--- config.mk ---
export PLATFORM = sky130hd
export DESIGN_NAME = bts_scan
export DESIGN_NICKNAME = d
export VERILOG_FILES = /design/src/sv/bts_pkg.sv /design/src/sv/bts_scan.sv
export SDC_FILE = /design/constraint.sdc
export NUM_CORES = 1
export LEC_CHECK = 0
export ABC_AREA = 1
export BUFFER_PORTS_ARGS = -buffer_cell sky130_fd_sc_hd__buf_2
export CORE_MARGIN = 10
export CORE_UTILIZATION = 35
export DETAILED_ROUTE_END_ITERATION = 7
export SLEW_MARGIN = 20
export SYNTH_ARGS = -nofsm -noshare
export SYNTH_HDL_FRONTEND = slang
export SYNTH_SLANG_ARGS = --single-unit
--- constraint.sdc ---
create_clock -name clock -period 8.45 [get_ports clock]
set_input_delay 1.69 -clock clock [delete_from_list [all_inputs] [get_ports clock]]
set_output_delay 1.69 -clock clock [all_outputs]
set_load 0.005 [all_outputs]
--- src/sv/bts_pkg.sv ---
package bts_pkg;

   localparam int TARGET_BITS = 16;

   localparam logic [7:0] OP_JMP      = 8'hC3;
   localparam logic [7:0] OP_CALL     = 8'hCD;
   localparam logic [7:0] MASK_CC     = 8'hC7;
   localparam logic [7:0] OP_JCC      = 8'hC2;
   localparam logic [7:0] OP_CCC      = 8'hC4;
   localparam logic [7:0] MASK_RP     = 8'hCF;
   localparam logic [7:0] OP_LXI      = 8'h01;
   localparam logic [7:0] OP_SHLD     = 8'h22;
   localparam logic [7:0] OP_LHLD     = 8'h2A;
   localparam logic [7:0] OP_STA      = 8'h32;
   localparam logic [7:0] OP_LDA      = 8'h3A;
   localparam logic [7:0] OP_MVI      = 8'h06;
   localparam logic [7:0] OP_ALU_IMM  = 8'hC6;
   localparam logic [7:0] OP_OUT      = 8'hD3;
   localparam logic [7:0] OP_IN       = 8'hDB;

   typedef struct packed {
      logic [15:0] byte_address;
      logic [7:0]  byte_value;
      logic        final_byte;
   } req_type;

   typedef struct packed {
      logic [15:0] target_address;
      logic        operand_missing;
   } rsp_type;

   // one beat's worth of seen-map work handed from the scanner to the filter
   typedef struct packed {
      logic                   resolve;
      logic [TARGET_BITS-1:0] target;
      logic                   missing;
      logic                   flush;
   } cand_type;

   typedef struct packed {
      logic busy;
      logic take;
   } stat_type;

   function automatic logic is_branch(input logic [7:0] op);
      return op == OP_JMP || op == OP_CALL ||
             (op & MASK_CC) == OP_JCC || (op & MASK_CC) == OP_CCC;
   endfunction

   function automatic logic [1:0] op_size(input logic [7:0] op);
      logic [1:0] size;
      size = 2'd1;
      if (is_branch(op) || (op & MASK_RP) == OP_LXI || op == OP_SHLD ||
          op == OP_LHLD || op == OP_STA || op == OP_LDA) begin
         size = 2'd3;
      end else if ((op & MASK_CC) == OP_MVI || (op & MASK_CC) == OP_ALU_IMM ||
                   op == OP_OUT || op == OP_IN) begin
         size = 2'd2;
      end
      return size;
   endfunction

endpackage

--- src/sv/bts_scan.sv ---
module bts_scan #(
   parameter int ADDR_BITS = 16
) (
   input  logic              clock,
   input  logic              reset,
   input  logic              accept,
   input  bts_pkg::req_type  req,
   output bts_pkg::cand_type cand
);
   import bts_pkg::*;

   logic [ADDR_BITS:0]   next_ff, next_in;
   logic                 pend_ff, pend_in;
   logic [ADDR_BITS-1:0] pend_addr_ff, pend_addr_in;
   logic [7:0]           low_ff, low_in;
   logic                 low_seen_ff, low_seen_in;

   logic [ADDR_BITS:0]   ax, first, second;
   logic [7:0]           v;
   logic                 resolve, missing, opcode, branch, pend_after;

   always_comb begin
      ax      = {1'b0, req.byte_address[ADDR_BITS-1:0]};
      v       = req.byte_value;
      first   = {1'b0, pend_addr_ff} + (ADDR_BITS+1)'(1);
      second  = {1'b0, pend_addr_ff} + (ADDR_BITS+1)'(2);
      resolve = pend_ff && (ax >= second);
      missing = !((ax == second) && low_seen_ff);
      opcode  = ax >= next_ff;
      branch  = opcode && is_branch(v);

      next_in      = next_ff;
      pend_addr_in = pend_addr_ff;
      low_in       = low_ff;
      low_seen_in  = low_seen_ff;
      pend_after   = pend_ff && !resolve;

      if (pend_ff && ax == first) begin
         low_in      = v;
         low_seen_in = 1'b1;
      end
      if (opcode) begin
         next_in = ax + (ADDR_BITS+1)'(op_size(v));
      end
      if (branch) begin
         pend_after   = 1'b1;
         pend_addr_in = ax[ADDR_BITS-1:0];
         low_in       = 8'h00;
         low_seen_in  = 1'b0;
      end
      pend_in = pend_after && !req.final_byte;

      cand.resolve = resolve;
      cand.missing = missing;
      cand.target  = missing ? '0 : {v, low_ff};
      cand.flush   = req.final_byte && pend_after;
   end

   always_ff @(posedge clock) begin
      if (reset) begin
         next_ff      <= '0;
         pend_ff      <= 1'b0;
         pend_addr_ff <= '0;
         low_ff       <= 8'h00;
         low_seen_ff  <= 1'b0;
      end else if (accept) begin
         next_ff      <= next_in;
         pend_ff      <= pend_in;
         pend_addr_ff <= pend_addr_in;
         low_ff       <= low_in;
         low_seen_ff  <= low_seen_in;
      end
   end

endmodule

; Word-level counts from Yosys, hierarchy flattened
; Cells that the tools add are included.
[word_totals]
regBits = 43
out_inout_bits = 19
elab_cells = 59
[classes]
magnitude_cmp = 2
n_addsub = 3
mux = 9
reduce_logical = 25
n_eq_ne = 15
[ops]
columns = operator, count
row1 = $eq 16x17->1, 2
row2 = $ge 16x17->1, 2
row3 = $eq 8x6->1 const B, 4
row4 = $eq 8x8->1 const B, 4
row5 = $add 16x1->17 const B, 1
row6 = $add 16x2->17, 1
row7 = $add 16x2->17 const B, 1
row8 = $mux 16, 1
row9 = $mux 8, 2
row10 = $eq 5x5->1 const B, 3
row11 = $logic_or 1x1->1, 11
row12 = $logic_and 1x1->1, 7
row13 = $eq 6x1->1 const B, 1
row14 = $mux 2, 3
row15 = $reduce_and 2->1, 3
row16 = $eq 5x3->1 const B, 1
row17 = $logic_not 1->1, 3
row18 = $mux 1, 3
row19 = $reduce_bool 2->1, 1

; Depth between registers and ports, before layout
; Gate-level depths: netlist of the first run.
[logic_depth]
word_depth = 12
depth_mapped = 19

; Worst setup path after synthesis of the first run
; OpenSTA, ideal clock, no wires.
[synth_path]
path_kind = input to output
from = in req[19] (netlist name)
to = out cand[0] (netlist name)
setup_slack_ns = 3.768
arrival_ns = 2.992
path_buffers = 1
required_ns = 6.760
cell_stages = 10
path_cell_list = ha_1 -> nand2_1 -> inv_1 -> o21ai_0 -> a21oi_1 -> nor2_1 -> nand4_1 -> nand2_1 -> clkbuf_1 -> a21boi_1
[synth_rtl]
columns = element, line_no
row1 = start: declaration, bts_scan.sv:7  ; input bts_pkg::req_type req,
row2 = end: declaration, bts_scan.sv:8  ; output bts_pkg::cand_type cand

==> results of run 1 <==
cell usage in the layout (no fill, tap or decap), types with 6 or more instances in the layout:
cell,instances
a21oi_1,57
buf_2,46
clkbuf_8,6
dfxtp_1,43
ha_1,36
inv_1,85
nand2_1,119
nand3_1,59
nand4_1,21
nor2_1,57
nor3_1,6
o21ai_0,31
xnor2_1,8
xor2_1,28
power by group through the flow:
stage                     Clock (mW)  Sequential, mW  Combinational, mW
after CTS                      0.183           0.222              0.143
final                          0.179           0.222              0.145
after floorplan                    0           0.225             0.0991
after detailed placement           0           0.227              0.143
after global placement             0           0.227              0.142
after global routing           0.190           0.224              0.165
path summary, 6_finish.rpt:
kind	start	endpoint	slack, ps	depth (start not counted)
max	pend_addr_ff[3]	cand[10]	3140	14
min	next_ff[14]	next_ff[14]	470	2
max reg2reg	pend_addr_ff[3]	pend_ff	5480	15
min reg2reg	next_ff[14]	next_ff[14]	470	2
critical path, cell delays in order, from the launching register on:
cell	delay (ps)
dfxtp_1	520
nand3_1	210
nor2_2	230
nand2_1	120
nor2_1	210
nand2_1	100
xor2_1	150
ha_1	340
nand2_1	70
inv_1	120
nand3_1	80
nor3_1	180
nand4_1	550
nor2_1	250
buf_2	150
metrics by stage:
step                      setup WS (ps)  utilization (%)  std cells  cell area (um^2)  hold slack [ps]
final                              3141            39.94        784              4349            466.4
after global placement             3229            38.86        776              4232            451.5
after floorplan                    3768                -        607              3906            433.1
after global routing               2757            39.94        784              4349            483.6
after detailed placement           3153            38.86        776              4232            457.1
after CTS                          3137            39.94        784              4349            470.4
area by class of cell:
cell class	instances	area, um^2
timing repair buffer	46	230.2
fill	1197	6539
clock buffer	6	82.58
inverter	87	326.6
sequential	43	860.8
tap	140	175.2
multi-input combinational	460	2639
clock inverter	2	35.03
cell families (layout without fill, tap and decap cells):
group / Yosys count / in the layout / share of synthesized area [%]
AO/OA/AOI/OAI: 98 / 98 / 13.10
XOR/XNOR: 36 / 36 / 8.072
adder cells (fa/ha/maj): 37 / 37 / 12.04
buffers and inverters: 104 / 141 / 10.41
flip-flops: 43 / 43 / 22.04
AND/OR/NAND/NOR: 289 / 289 / 34.34
cell usage after synthesis (6+ instances only):
master	number	area, um^2
clkbuf_1	10	37.54
a21oi_1	57	285.3
ha_1	36	450.4
xor2_1	28	245.2
nand4_1	21	131.4
o21ai_0	31	155.2
nor2_1	57	214.0
xnor2_1	8	70.07
nand3_1	59	295.3
nor3_1	6	30.03
dfxtp_1	43	860.8
inv_1	85	319.1
nand2_1	119	446.7
flip-flops by register name (all words and copies together), names as in the netlist:
register,cells
next_ff,17
pend_addr_ff,16
low_ff,8
low_seen_ff,1
pend_ff,1
metal layers:
layer / part of all wire, % / vias up
met5: 0 / -
met4: 1.0 / 0
met3: 6.4 / 10
met2: 44 / 124
met1: 49 / 1810
li1: - / 2070
==> results.md, run 1 <==
* Outcome: finished clean
* Synth cell types at 32
* Routed len/inst at between 15 and 20 um
* Clk sinks at 43
* Combinational share of power at around a quarter
* CORE AREA at 0.01089 mm^2
* CP endpoint kind: output port
* DR iter-0 viols at 360
* Remaining antenna violation count at 0
* CP Data Required Time at ~6800 ps
* DR vias/cell at 5.120
* GR Util met2 at roughly a quarter
* Total power at 0.5456 mW
* Final Setup Violations at 0
* Clk Latency, worst-skew pair at 310 ps
* Tmin final at between 5000 and 6000 ps
* Drt drc at 0
* Number of flops mapped to enable cells by yosys at 0
* Max-slew headroom at around 44%
* Clk pwr share at around 33%
* Sequential power share at 40.7%
* Met3 Use GR at about 3.5%
* Overflow after GRT at 0
* Final #Nets at 708
* Clk buf depth at 2
* Startpoint Class: flop
* Post-CTS setup buffers at 0
* MaxCap Viol Count at 0
* Actual slew at the worst max-slew pin at approximately 840 ps
* Layout Skew at about 12 ps
* Clk slew on worst S/H paths at about 100 ps
* Cell Rows at 38
* GPL Wtd Cong at 0.9745
* Total CTS buffers at 5
* Share of post-route cells with drive strength above 1 at a little under an eighth
* Vias at about 4,000
* Seq/Total Area, Yosys at 22.04%
* GRT met1 Usage at a little over a fifth
* CTS H-Tree Depth at 2
* Worst IR Drop VDD at ~0.06 mV
* Post-synth ARST share at 0%
* GRT Overall Usage at roughly 16%
* YS warnings at 0
* Die height at 125.6 um
* Mean Syn Cell Area at 6.435 um^2
* CP Max Fanout at 17
* CTS tree: yes
* PwrDens at 125.4 mW/mm^2
* Crit share post-route at ~63%
* Clk root buf: clkbuf_8
* Io pins at 47
* DRT Pass-1 Iters at 6
* Drt total wl at 12,540 um
* ANT cells at 0
* Largest net degree at the start of global routing at 35
* First-pass GRT wire length at 20,430 um
* Syn_nets at 672
* Area delta synth->final at 11.34%
* Sw frac at about a third
* Sw Pwr at 0.1839 mW
* Max frequency at ~0.19 GHz
* Pleak at between 1.5 and 2 nW
* Most common flop cell mapped by yosys: dfxtp_1
* Busiest grt layer: met2
* PortBufs at 46
* RSZ-0062 raised after global routing: no
* DIE WIDTH at 125.6 um
* Seq cells post-synth at 43
* Resized cells post-CTS at 0
* Fin. max-slew vios at 0
* Hold Violations, Final at 0
* Crit path DAT at between 3000 and 4000 ps
* Crit path kind: reg -> out
* Starting Density at between 30% and 40%
* Type of the most critical hold path: reg -> reg
* Int Power at between 0.3 and 0.4 mW
* Vias in the first global route at between 3,000 and 4,000
* Gate Count Post-Synth at around 610
* Die ar. at between 0.015 and 0.02 mm^2
* Setup tns final at 0 ps
* Placed wire-length estimate at slightly below 10,000 um
* # hold bufs at CTS at 0
* Mapped Area at roughly 0.0039 mm^2
* Initial antenna violation count at 0
Note: power is estimated with default switching activity, not from simulation.
==> run 2: changes to the inputs <==
- clock period: 8.45 -> 4.3 ns (I/O delays scaled with it)
==> results.md, run 2 (same netlist as run 1, synthesis figures left out) <==
* CP Max Fanout at 17
* Drt total wl at between 10,000 and 15,000 um
* Worst R2R Setup Slack at 1400 ps
* CORE AREA at approximately 0.011 mm^2
* DR vias/cell at ~5
* Filler cell count at 1,123
* Outcome: finished clean
* Worst r2r dst: pend_ff
* Buf/Inv on CP at 3
* Pleak at 1.892 nW
* Initial antenna violation count at 0
* Crit path kind: reg -> out
* Hold Path Depth at 2
* Vias at a little over 4,000
* Clk sinks at 43
* Max reg flops at 17
* Post-CTS setup buffers at 0
* Top delay family on crit path: simple AND/OR/NAND/NOR gates
* Critical path cell sequence: nand3_1 > nor2_2 > nand2_1 > nor2_1 > nand2_1 > xor2_1 > ha_1 > nand2_1 > inv_1 > nand3_1 > nor3_1 > nand4_1 > buf_4 > nor2_1 > buf_2
* First-pass GRT wire length at about 19,000 um
* FF-to-FF Start: pend_addr_ff[3]
* Layout Skew at between 3 and 4 ps
* GRT Overall Usage at about 14%
* DIE WIDTH at around 130 um
* Remaining antenna violation count at 0
* Tmin final at about 4000 ps
* Startpoint Class: flop
* Fin. max-slew vios at 0
* Crit share post-route at a little over 90%
* Cell count after placement at slightly below 800
* Top flop regs: next_ff: 17 flops, pend_addr_ff: 16 flops, low_ff: 8 flops
* # hold bufs at CTS at 0
* Overflow after GRT at 0
* CP endpoint kind: output port
* Drt drc at 0
* RSZ-0062 raised after global routing: no
* Routed len/inst at approximately 15 um
* Type of the most critical hold path: reg -> reg
* Clk slew on worst S/H paths at about 90 ps
* Crit path DAT at ~3200 ps
* Max-slew headroom at roughly 48%
* Max frequency at 0.2493 GHz
* Clk buf depth at 2
* Worst Hold End: next_ff[12]
* PwrDens at 226.9 mW/mm^2
* CTS tree: yes
* GPL Wtd Cong at approximately 0.92
* DRT Pass-1 Iters at 5
* Share of post-route cells with drive strength above 1 at 11.63%
* R2R depth at 15
* Die ar. at approximately 0.016 mm^2
* Actual slew at the worst max-slew pin at approximately 780 ps
* Placed wire-length estimate at roughly 9300 um
* PortBufs at between 40 and 50
* Final Setup Violations at 0
* CTS H-Tree Depth at 2
* Register area at approximately 860 um^2
* Layout Cells excl Fill at 785
* Starting Density at between 30% and 40%
* Most frequent cells in the layout: 119 x nand2_1, 85 x inv_1, 59 x nand3_1
* Most common cell after layout, fill and taps aside: nand2_1
* Min-delay src: next_ff[12]
* ANT cells at 0
* Clk root buf: clkbuf_8
* Area occupied by multi-input gates at roughly 0.0026 mm^2
* Total CTS buffers at 5
* Max incr delay on CP at 530 ps
* Vias in the first global route at between 3,000 and 4,000
* DR iter-0 viols at 280
* Area delta synth->final at 10.86%
* Die height at 125.6 um
* Io pins at 47
* Largest net degree at the start of global routing at 35
* CP Data Required Time at between 3000 and 4000 ps
* Hold Violations, Final at 0
* Setup tns final at 0 ps
* MaxCap Viol Count at 0
* Final #Nets at around 700
* Top reg by flops: next_ff
* Slowest CP cell: dfxtp_1
* Resized cells post-CTS at 0
* Crit path top cell by count: nand2_1
* Clk Latency, worst-skew pair at approximately 300 ps
* Cell Rows at 38
* Worst IR Drop VDD at around 0.12 mV
==> run 2: cell types whose count changed in the layout (fill, tap and decap cells not counted) <==
cell,before,now
clkinv_2,1,0
buf_4,0,3
clkinvlp_4,0,1
bufinv_16,1,0
clkbuf_8,6,5
==> run 2: worst max path at each step <==
stage                          startpoint  depth (start not counted)          end  slack [ps]
after floorplan           pend_addr_ff[7]                         16      cand[1]        1030
after global placement             req[1]                         16  next_ff[12]         630
after detailed placement           req[3]                         16  next_ff[12]         650
after CTS                 pend_addr_ff[3]                         15      cand[5]         360
after global routing      pend_addr_ff[3]                         14     cand[10]          50
final                     pend_addr_ff[3]                         15      cand[7]         290
==> run 2: cell type report <==
type                            count  area share [%]
Clock buffer                        5           1.589
Sequential cell                    43           19.88
Multi-Input combinational cell    460           60.94
Tap cell                          140           4.045
Clock inverter                      1          0.1734
Timing Repair Buffer               49           5.836
Inverter                           87           7.541
==> run 2: layer usage <==
layer	vias to the layer above	wire length (um)	GRT usage (%)	share of wire [%]
met2	126	5142	23.20	44
met1	1822	5637	18.78	48
met4	0	297	4.878	2.5
met5	-	0	0	0
li1	2075	-	-	-
met3	22	686	2.936	5.8
==> run 2: worst reg2reg max path, stage by stage, from the launching register on <==
cell and delay [ps]:
dfxtp_1 530, nand3_1 210, nor2_2 230, nand2_1 110, nor2_1 190, nand2_1 100, xor2_1 160, ha_1 330
a21oi_1 180, nand3b_1 130, nand3_1 80, nor2_1 160, nand4_1 170, nand2_1 110, nand2_1 60, a21oi_1 110
==> run 2: power breakdown <==
part           leakage, nW  total, mW  switching [mW]  internal (mW)
clock network       0.0361      0.261           0.153          0.108
logic                 1.51      0.284           0.184          0.100
registers            0.350      0.437          0.0121          0.425
==> run 2: stage by stage <==
step	hold slack (ps)	total power [mW]	area [um^2]	setup slack [ps]	util [%]
floorplan	433.1	0.6370	3906	1029	-
global placement	445.0	0.7227	4254	632.4	39.07
detailed placement	457.8	0.7270	4254	646.1	39.07
CTS	470.4	0.9872	4330	364.5	39.77
global route	483.5	1.045	4330	47.11	39.77
finish	466.9	0.9825	4330	288.0	39.77
==> run 3: changes to the inputs <==
- ABC_AREA: 1 -> not set
==> results.md, run 3 <==
* GPL Wtd Cong at around 0.93
* First-pass GRT wire length at approximately 18,000 um
* Sequential power share at roughly 43%
* CORE AREA at approximately 0.011 mm^2
* Tmin final at between 4000 and 5000 ps
* Most common cell after layout, fill and taps aside: buf_2
* Most frequent cells in the layout: 46 x buf_2, 39 x nand3_1, 36 x nor2_1
* Actual slew at the worst max-slew pin at approximately 1100 ps
* Clk slew on worst S/H paths at roughly 90 ps
* Crit share post-route at slightly below 100%
* Remaining antenna violation count at 0
* Die ar. at 0.01577 mm^2
* Mapped Area at a little under 0.004 mm^2
* Clk buf depth at 2
* Gate Count Post-Synth at between 400 and 500
* Clk root buf: clkbuf_8
* Pleak at 1.607 nW
* Placed wire-length estimate at just over 8000 um
* Crit path kind: reg -> out
* Max-slew headroom at between 20% and 30%
* Placed cell area at 0.004213 mm^2
* Post-CTS setup buffers at 0
* Final #Nets at approximately 580
* Clk sinks at between 40 and 50
* Drt drc at 0
* CTS H-Tree Depth at 2
* Hold Path Depth at 2
* DIE WIDTH at roughly 130 um
* Yosys top cell area share at 22.06%
* Clk Latency, worst-skew pair at 300 ps
* Cell Rows at 38
* Max frequency at about 0.24 GHz
* DR vias/cell at 5.431
* Hold Violations, Final at 0
* Most numerous cell in the Yosys netlist: dfxtp_1
* Slowest CP cell: or4_4
* Routed len/inst at approximately 17 um
* Setup tns final at 0 ps
* DR iter-0 viols at around 200
* Final Setup Violations at 0
* Overflow after GRT at 0
* Layout Skew at 6.671 ps
* R2R depth at 11
* PortBufs at 46
* Sw Pwr at between 0.3 and 0.4 mW
* CP endpoint: cand[0]
* CP Max Fanout at 5
* CP endpoint kind: output port
* Post-synth ARST share at 0%
* Sw frac at 34.15%
* Synth cell types at 56
* Initial antenna violation count at 0
* Number of flops mapped to enable cells by yosys at 0
* Critical path cell sequence: ha_4 > nand3_1 > or4_4 > xor2_1 > ha_1 > a2111oi_0 > o21ai_0 > a31oi_1 > nor2_1 > nor3b_2 > o21a_1 > buf_2
* Startpoint Class: flop
* Largest net degree at the start of global routing at 52
* CP Launch Point: pend_addr_ff[1]
* DRT Pass-1 Iters at 5
* Total CTS buffers at 5
* Outcome: finished clean
* Worst IR Drop VDD at slightly below 0.1 mV
* Final Cell Area at roughly 0.0044 mm^2
* Buf/Inv on CP at 1
* Worst setup margin at ~170 ps
* CP Data Required Time at 3440 ps
* Starting Density at 35.84%
* Clk pwr share at a little over a quarter
* Most frequent cells after synthesis: 43 x dfxtp_1, 39 x nand3_1, 37 x nor2_1, 36 x ha_1, 33 x xnor2_1
* Drt total wl at ~11,000 um
* Die height at roughly 130 um
* Most common flop cell mapped by yosys: dfxtp_1
* Synth area leader: dfxtp_1
* Area delta synth->final at 12.38%
* FF-to-FF Start: pend_addr_ff[1]
* Cell count after placement at between 600 and 700
* Area contributors post-synth: dfxtp_1 22%, ha_1 12%, xnor2_1 7.4%
* Mean Syn Cell Area at between 8 and 9 um^2
* RSZ-0062 raised after global routing: no
* Top delay family on crit path: simple AND/OR/NAND/NOR gates
* MaxCap Viol Count at 0
* Max incr delay on CP at around 550 ps
* Seq/Total Area, Yosys at 22.06%
* Layout Cells excl Fill at ~650
* Crit path DAT at 3270 ps
* PwrDens at around 230 mW/mm^2
* Pre-CTS WS at 176.0 ps
* Type of the most critical hold path: reg -> reg
* Io pins at 47
* Worst r2r dst: pend_ff
* CP Depth at 12
* Int Power at 0.6661 mW
* Seq cells post-synth at 43
* ANT cells at 0
* YS warnings at 0
* # hold bufs at CTS at 0
* Syn_nets at approximately 550
* Fin. max-slew vios at 0
* CTS tree: yes
* Top flop regs: next_ff: 17 flops, pend_addr_ff: 16 flops, low_ff: 8 flops
* GRT Overall Usage at a little over an eighth
* Share of post-route cells with drive strength above 1 at a little over a fifth
* Top reg by flops: next_ff
* Combinational share of power at a little over 30%
* Vias in the first global route at about 3,600
* Worst R2R Setup Slack at between 1000 and 1500 ps
* Vias at 3,552
* Max reg flops at 17
* Min-delay src: next_ff[1]
[run 3: changes by cell type in the layout (fill, tap and decap cells not counted), moves of 20 or more]
cell     previous run  this run
xnor2_1             8        33
a21oi_1            57        32
nand2_1           119        21
inv_1              85        23
nor2_1             57        36
nand3_1            59        39
[run 3: worst reg2reg max path: cells and delay by family, from the launching register on]
| kind | cells | cell delay [ps] |
|---|---|---|
| fa+ha+maj | 2 | 370 |
| flops | 1 | 390 |
| compound gates | 4 | 920 |
| simple gates | 4 | 1040 |
| xor+xnor | 1 | 160 |
[run 3: metrics by stage]
| stage | hold slack [ps] | total power [mW] | utilization (%) |
|---|---|---|---|
| floorplan | 436.3 | 0.6544 | - |
| global placement | 448.5 | 0.7424 | 38.69 |
| detailed placement | 462.4 | 0.7447 | 38.69 |
| CTS | 475.0 | 1.021 | 39.66 |
| global route | 494.5 | 1.069 | 40.28 |
| finish | 476.5 | 1.012 | 40.28 |
[run 3: repair_timing]
action                                  in CTS  in global routing
pin swaps                                    2                  1
endpoints found under the setup margin      18                 19
gates cloned                                 1                  0
gates resized for setup                      4                 22
hold endpoints to repair                     0                  0
[run 3: how the worst min path moves through the flow]
stage	slack, ps	end
after detailed placement	460	next_ff[1]
after CTS	480	next_ff[1]
final	480	next_ff[1]
after floorplan	440	next_ff[1]
after global placement	450	next_ff[1]
after global routing	490	next_ff[5]
[run 3: kinds of logic after synthesis]
family,count (synthesis),share of synthesized area [%]
compound gates,111,20.36
xor+xnor,46,10.32
fa+ha+maj,37,12.06
buf+inv,59,7.182
flops,43,22.06
mux,11,2.822
simple gates,179,25.20
[run 3: cell type report]
type,instances,area (um^2)
repair buffers,57,329.1
fillers,1096,6502
multi-input cells,384,2828
clock inverters,1,5.005
clock buffers,6,82.58
inverters,23,86.33
well taps,140,175.2
flip-flops and latches,43,879.6
[run 3: routing by layer]
layer,up-vias,GRT usage [%],part of all wire [%]
met5,-,0,0
met4,0,3.997,1.7
met3,17,2.957,5.8
met2,122,21.92,46
met1,1632,17.26,47
li1,1781,-,-
[run 3: power groups by stage]
stage | sequential, mW | clock, mW | combinational [mW]
final | 0.433 | 0.273 | 0.305
after global routing | 0.436 | 0.293 | 0.340
after CTS | 0.433 | 0.283 | 0.305
after detailed placement | 0.443 | 0 | 0.302
after global placement | 0.442 | 0 | 0.300
after floorplan | 0.437 | 0 | 0.217
